## src/fwm_pkg.sv

```systemverilog
// Shared types, character codes and byte folding for the wildcard matcher.
package fwm_pkg;

  typedef enum logic [1:0] {
    CMD_CLEAR  = 2'd0,
    CMD_APPEND = 2'd1,
    CMD_TEXT   = 2'd2,
    CMD_END    = 2'd3
  } cmd_t;

  typedef struct packed {
    logic append;
    logic step;
    logic restart;
  } cell_ctrl_t;

  localparam logic [7:0] CH_STAR     = 8'h2A;
  localparam logic [7:0] CH_QUESTION = 8'h3F;
  localparam logic [7:0] CH_UPPER_A  = 8'h41;
  localparam logic [7:0] CH_UPPER_Z  = 8'h5A;
  localparam logic [7:0] CH_LBRACKET = 8'h5B;
  localparam logic [7:0] CH_BSLASH   = 8'h5C;
  localparam logic [7:0] CH_RBRACKET = 8'h5D;
  localparam logic [7:0] CH_TILDE    = 8'h7E;
  localparam logic [7:0] CH_LBRACE   = 8'h7B;
  localparam logic [7:0] CH_PIPE     = 8'h7C;
  localparam logic [7:0] CH_RBRACE   = 8'h7D;
  localparam logic [7:0] CH_CARET    = 8'h5E;
  localparam logic [7:0] CASE_OFFSET = 8'h20;

  function automatic logic [7:0] fold_byte(input logic [7:0] c);
    logic [7:0] r;
    r = c;
    if (c >= CH_UPPER_A && c <= CH_UPPER_Z) begin
      r = c + CASE_OFFSET;
    end else begin
      case (c)
        CH_LBRACKET: r = CH_LBRACE;
        CH_RBRACKET: r = CH_RBRACE;
        CH_BSLASH:   r = CH_PIPE;
        CH_TILDE:    r = CH_CARET;
        default:     r = c;
      endcase
    end
    return r;
  endfunction

endpackage

```

## src/folded_wildcard_matcher_unit.sv

```systemverilog
// Folded glob matcher: a row of position cells with a star-closure adder.
// An end-of-text request gives its registered result in the cycle after acceptance.
// Throughput: one request per cycle; each text byte updates every position at once.
// A held result stalls further requests until it is taken.
// Reset (synchronous): empty pattern, no overflow, only position zero active.
module folded_wildcard_matcher_unit #(
  parameter int MAX_PATTERN = 64
) (
  input  logic       clk,
  input  logic       rst,
  input  logic       cmd_valid,
  output logic       cmd_ready,
  input  logic [1:0] cmd,
  input  logic [7:0] byte_value,
  output logic       result_valid,
  input  logic       result_ready,
  output logic       matched,
  output logic       pattern_overflow
);
  import fwm_pkg::*;

  localparam int N     = MAX_PATTERN;
  localparam int LEN_W = $clog2(N + 1);
  localparam logic [LEN_W-1:0] N_L = LEN_W'(N);

  logic             accept;
  logic [7:0]       folded;
  cmd_t             op;
  cell_ctrl_t       ctrl;
  logic [LEN_W-1:0] len;
  logic [LEN_W-1:0] len_next;
  logic [LEN_W-1:0] lead;
  logic [LEN_W-1:0] lead_next;
  logic             ovf;
  logic             ovf_next;
  logic             active_last;
  logic [N:0]       active_vec;
  logic [N:0]       raw_vec;
  logic [N:0]       prop_vec;
  logic [N:0]       closed_vec;
  logic [N:0]       adv;

  assign cmd_ready = !result_valid || result_ready;
  assign accept    = cmd_valid && cmd_ready;
  assign folded    = fold_byte(byte_value);
  assign op        = cmd_t'(cmd);

  assign ctrl.append  = accept && op == CMD_APPEND;
  assign ctrl.step    = accept && op == CMD_TEXT;
  assign ctrl.restart = accept && op != CMD_TEXT;

  always_comb begin
    len_next  = len;
    lead_next = lead;
    ovf_next  = ovf;
    if (accept) begin
      case (op)
        CMD_CLEAR: begin
          len_next  = '0;
          lead_next = '0;
          ovf_next  = 1'b0;
        end
        CMD_APPEND: begin
          if (len < N_L) begin
            len_next = len + 1'b1;
            if (lead == len && folded == CH_STAR) begin
              lead_next = lead + 1'b1;
            end
          end else begin
            ovf_next = 1'b1;
          end
        end
        default: begin
        end
      endcase
    end
  end

  always_ff @(posedge clk) begin
    if (rst) begin
      len  <= '0;
      lead <= '0;
      ovf  <= 1'b0;
    end else begin
      len  <= len_next;
      lead <= lead_next;
      ovf  <= ovf_next;
    end
  end

  assign adv[0] = 1'b0;

  for (genvar i = 0; i < N; i++) begin : g_cell
    fwm_cell #(
      .LEN_W (LEN_W),
      .IDX   (i)
    ) u_cell (
      .clk        (clk),
      .rst        (rst),
      .ctrl       (ctrl),
      .byte_value (folded),
      .len        (len),
      .lead_next  (lead_next),
      .adv_in     (adv[i]),
      .closed_in  (closed_vec[i]),
      .active     (active_vec[i]),
      .star       (prop_vec[i]),
      .raw        (raw_vec[i]),
      .adv_out    (adv[i+1])
    );
  end

  assign prop_vec[N]   = 1'b0;
  assign raw_vec[N]    = adv[N];
  assign active_vec[N] = active_last;

  fwm_star_close #(
    .W (N + 1)
  ) u_close (
    .raw    (raw_vec),
    .prop   (prop_vec),
    .closed (closed_vec)
  );

  always_ff @(posedge clk) begin
    if (rst) begin
      active_last <= 1'b0;
    end else if (ctrl.restart) begin
      active_last <= (N_L <= lead_next);
    end else if (ctrl.step) begin
      active_last <= closed_vec[N];
    end
  end

  always_ff @(posedge clk) begin
    if (rst) begin
      result_valid <= 1'b0;
    end else if (accept && op == CMD_END) begin
      result_valid <= 1'b1;
    end else if (result_ready) begin
      result_valid <= 1'b0;
    end
  end

  always_ff @(posedge clk) begin
    if (accept && op == CMD_END) begin
      matched          <= active_vec[len] && !ovf;
      pattern_overflow <= ovf;
    end
  end

endmodule

```

## src/fwm_cell.sv

```systemverilog
// One pattern position: stored byte, active bit and advance to the next position.
module fwm_cell #(
  parameter int LEN_W = 7,
  parameter int IDX   = 0
) (
  input  logic                   clk,
  input  logic                   rst,
  input  fwm_pkg::cell_ctrl_t    ctrl,
  input  logic [7:0]             byte_value,
  input  logic [LEN_W-1:0]       len,
  input  logic [LEN_W-1:0]       lead_next,
  input  logic                   adv_in,
  input  logic                   closed_in,
  output logic                   active,
  output logic                   star,
  output logic                   raw,
  output logic                   adv_out
);
  import fwm_pkg::*;

  localparam logic [LEN_W-1:0] IDX_L = LEN_W'(IDX);

  logic [7:0] pchar;
  logic       used;

  always_ff @(posedge clk) begin
    if (ctrl.append && len == IDX_L) begin
      pchar <= byte_value;
    end
  end

  always_ff @(posedge clk) begin
    if (rst) begin
      active <= (IDX_L == '0);
    end else if (ctrl.restart) begin
      active <= (IDX_L <= lead_next);
    end else if (ctrl.step) begin
      active <= closed_in;
    end
  end

  assign used    = IDX_L < len;
  assign star    = used && pchar == CH_STAR;
  assign raw     = (active && star) || adv_in;
  assign adv_out = active && used && !star &&
                   (pchar == CH_QUESTION || pchar == byte_value);

endmodule

```

## src/fwm_star_close.sv

```systemverilog
// Star closure: carries active positions through runs of '*' with one add.
module fwm_star_close #(
  parameter int W = 65
) (
  input  logic [W-1:0] raw,
  input  logic [W-1:0] prop,
  output logic [W-1:0] closed
);
  logic [W-1:0] gen;
  logic [W-1:0] sum;
  logic [W-1:0] carry;

  assign gen    = raw & prop;
  assign sum    = prop + gen;
  assign carry  = sum ^ prop ^ gen;
  assign closed = raw | carry;

endmodule
```

## config.mk

```make
export PLATFORM = sky130hd
export DESIGN_NAME = folded_wildcard_matcher_unit
export DESIGN_NICKNAME = d
export VERILOG_FILES = /design/src/fwm_pkg.sv /design/src/folded_wildcard_matcher_unit.sv /design/src/fwm_cell.sv /design/src/fwm_star_close.sv
export SDC_FILE = /design/constraint.sdc
export NUM_CORES = 1
export LEC_CHECK = 0
export ABC_AREA = 1
export BUFFER_PORTS_ARGS = -buffer_cell sky130_fd_sc_hd__buf_2
export CORE_MARGIN = 5
export CORE_UTILIZATION = 58
export CTS_CLUSTER_SIZE = 12
export DETAILED_ROUTE_END_ITERATION = 10
export PLACE_DENSITY = 0.77
export SLEW_MARGIN = 20
export SYNTH_ARGS = -nofsm -noshare
export SYNTH_HDL_FRONTEND = slang
export SYNTH_HIERARCHICAL = 1
export SYNTH_SLANG_ARGS = --single-unit
```

## constraint.sdc

```tcl
create_clock -name clk -period 8.4 [get_ports clk]
set_input_delay 0.42 -clock clk [delete_from_list [all_inputs] [get_ports clk]]
set_output_delay 0.42 -clock clk [all_outputs]
set_load 0.02 [all_outputs]
```

==> impl_metrics.py <==
metrics = {
    "critical_path": {
        "cp-start-kind": "flip-flop",
        "arrival_ns": 5.10,
        "regToRegSetupSlack_ns": 3.85,
        "cp-end-kind": "flip-flop",
        "path_max_fanout": 46,
        "criticalPathCategory": "reg2reg",
        "r2r_cells": 17,
        "endpoint": "g_cell[61].u_cell/active$_SDFFE_PP0P_",
        "cp.required_ns": 8.95,
        "r2r-end": "g_cell[61].u_cell/active$_SDFFE_PP0P_",
        "rr_startpoint": "len[1]$_SDFFE_PP0P_",
        "crit_start": "len[1]$_SDFFE_PP0P_",
    },
    "global_route": {
        "globalRouteOverflowTotal": 0,
        "grt_pass1_wl_um": 195000,
        "grt_usage_pct": 30.28,
        "grt_max_degree": 151,
        "grt_pass1_vias": 37420,
        "antenna_found_initial": 3,
    },
    "sta": {
        "hold_viol_final": 0,
        "fin_crit_sh_pct": 54.13,
        "worstMarginPinSlew_ns": 1.075,
        "rsz0062_at_grt": "no",
        "slew_headroom_pct": 28.20,
        "min_period_ns": 4.547,
        "setup_violations": 0,
        "slew_violations": 0,
        "layout_setup_ws_ns": 3.853,
        "fin_tns_setup_ns": 0,
        "max_freq_mhz": 219.9,
        "fin_worst_skew_ns": 0.02619,
    },
    "routing": {
        "top_layer": "met5",
        "vias": 40410,
        "drt-total-wl_um": 123300,
        "drt_pre_antenna_iters": 6,
        "wl_met1_um": 52670,
        "drc": 0,
        "avgRoutedWirePerCell_um": 16.37,
        "met3_length_um": 12540,
        "drtAntennaViolNets": 0,
        "drt-initial-drc-count": 4372,
        "via_per_inst": 5.363,
        "route.met2.wl_um": 54750,
    },
    "yosys": {
        "syn_area_um2": 43190,
        "netlist.area_leader.share_pct": 35.74,
        "synth_edf_count": 514,
        "ys_seq_area_share_pct": 39.49,
        "yosys_warnings": 6,
        "synth_cells": 6384,
        "yosysMostFrequentCell": "nand2_1",
        "synth.top_cells.by_count": "nand2_1, inv_1, nor2_1",
        "ys_top_cells_by_area": "edfxtp_1, nand2_1, inv_1",
        "ys_dominant_reg_cell": "edfxtp_1",
        "synth_fp_nets": 6402,
        "ys_types": 56,
        "synth.avg_cell_area_um2": 6.765,
        "yosysTopAreaCell": "edfxtp_1",
        "ys_ff_latch": 595,
        "async_flop_share_pct": 0,
    },
    "flow_run": {
        "cap_violations": 0,
    },
    "placed_design": {
        "place_congestion": 1.093,
        "hpwlAfterDp_um": 83160,
        "place_ws_ns": 3.350,
        "io_buffers": 17,
    },
    "clock_tree": {
        "clk_latency_ns": 0.63,
        "clk_pin_slew_ns": 0.07,
        "clockBufferDepth": 3,
        "postCtsResizedCells": 0,
        "cts_hold_buf": 0,
        "cts_tree": "yes",
        "root_buffer": "clkbuf_16",
        "post-cts-setup-buffers": 0,
        "cts_sinks": 595,
        "numCtsBuffers": 69,
        "cts.htree.levels": 3,
    },
    "floorplan": {
        "die_h_um": 282.9,
        "dieArea_um2": 80020,
        "io_pins": 18,
        "rows": 100,
        "initial_utilization_pct": 58.21,
        "coreArea_um2": 74200,
        "die_w_um": 282.9,
    },
    "worst_hold_path": {
        "hp-class": "in2reg",
        "worstHoldPathCells": 1,
    },
    "run_status": {
        "status": "finished clean",
    },
    "power_and_ir_drop": {
        "ir_drop_v": 0.0001505,
        "leakage_nw": 21.66,
        "power_density_nw_per_um2": 143.1,
    },
    "finish": {
        "final_layout_size_suffix_gt1_share_pct": 8.514,
        "nNetsFinal": 6534,
        "area.growth.synth_to_final_pct": 9.322,
    },
}
-- logic make-up (layout without fill, tap and decap cells) --
group	after synthesis	in the layout	share of synthesized area, %
buffers and inverters	1307	1489	11.40
AO/OA/AOI/OAI	455	455	6.370
XOR/XNOR	200	200	4.056
multiplexers	9	9	0.2086
adder cells (fa/ha/maj)	4	4	0.1159
flip-flops	595	595	39.49
other	1	2	0.008683
AND/OR/NAND/NOR	3813	3813	38.35
-- how the worst min path moves through the flow --
| stage | from | to | slack (ns) |
|---|---|---|---|
| 2_1_floorplan | ovf$_SDFFE_PP0P_ | pattern_overflow$_DFFE_PP_ | 0.43 |
| 3_3_place_gp | ovf$_SDFFE_PP0P_ | pattern_overflow$_DFFE_PP_ | 0.45 |
| 3_5_place_dp | ovf$_SDFFE_PP0P_ | pattern_overflow$_DFFE_PP_ | 0.46 |
| 4_1_cts | result_ready | result_valid$_SDFFE_PP0P_ | 0.22 |
| 5_1_grt | byte_value[2] | g_cell[26].u_cell/pchar[2]$_DFFE_PP_ | 0.26 |
| 6_report | byte_value[2] | g_cell[26].u_cell/pchar[2]$_DFFE_PP_ | 0.24 |
-- cell type report --
type,count,area [um^2]
diodes,1,2.502
clock buffers,89,1852
clock inverters,32,302.8
fillers,6566,26980
inverters,1287,4843
multi-input cells,4482,21290
flip-flops and latches,595,17080
well taps,969,1212
repair buffers,81,634.4
-- routing by layer --
layer	vias to the layer above	GRT usage, %
met5	-	0
met4	2	9.294
li1	20090	-
met1	18340	42.66
met3	230	5.167
met2	1758	48.35
-- power by group --
group	internal, mW	leakage [nW]	switching [mW]
sequential	3.24	5.30	0.0444
clock	1.66	1.04	1.25
combinational	0.174	15.3	0.387
total	5.07	21.7	1.68
-- cells in the final DEF (no fill, tap or decap), types with 19 or more instances in the layout --
| cell type | n |
|---|---|
| nor2_1 | 600 |
| or2_0 | 21 |
| nand3_1 | 254 |
| o21bai_1 | 45 |
| nor3_1 | 69 |
| inv_1 | 1201 |
| o21ai_0 | 93 |
| a31oi_1 | 27 |
| nand2_1 | 2403 |
| buf_4 | 61 |
| nor3_2 | 62 |
| edfxtp_1 | 514 |
| dfxtp_1 | 74 |
| nor4_1 | 30 |
| a21oi_2 | 21 |
| nand4_1 | 114 |
| nor2_2 | 65 |
| clkbuf_16 | 69 |
| or2_1 | 19 |
| nand2_2 | 59 |
| inv_2 | 79 |
| a21oi_1 | 171 |
| xnor2_1 | 198 |
| nand3b_1 | 23 |
-- flip-flops by register name (all words and copies together), names as in the netlist --
name                  cells
active_last               1
g_cell.u_cell/active     64
g_cell.u_cell/pchar     512
lead                      7
len                       7
matched                   1
ovf                       1
pattern_overflow          1
result_valid              1
-- critical path, stage by stage, from the launching register on --
cell and delay [ns]:
dfxtp_4 0.50, buf_4 0.60, buf_4 0.67, a21o_1 0.20, nor2_1 0.05, nor4_1 0.68, nand2_1 0.22, nor2_1 0.22
nand2_1 0.21, nor2_1 0.19, nand2_1 0.14, nor4_2 0.16, nand2_1 0.08, nand2_1 0.10, nand2_1 0.07, o21ai_0 0.12
o21bai_1 0.08, a31oi_1 0.17
-- through the flow --
| step | instance area (um^2) | power, mW | std cells | hold WS (ns) | utilization [%] |
|---|---|---|---|---|---|
| 2_1_floorplan | 43190 | 3.801 | 6384 | 0.4309 | - |
| 3_3_place_gp | 45020 | 3.880 | 7414 | 0.4520 | 60.68 |
| 3_5_place_dp | 45030 | 3.898 | 7414 | 0.4570 | 60.69 |
| 4_1_cts | 47180 | 6.786 | 7535 | 0.2227 | 63.59 |
| 5_1_grt | 47210 | 6.991 | 7535 | 0.2575 | 63.63 |
| 6_report | 47220 | 6.756 | 7536 | 0.2379 | 63.64 |
(Power assumes the default switching activity.)
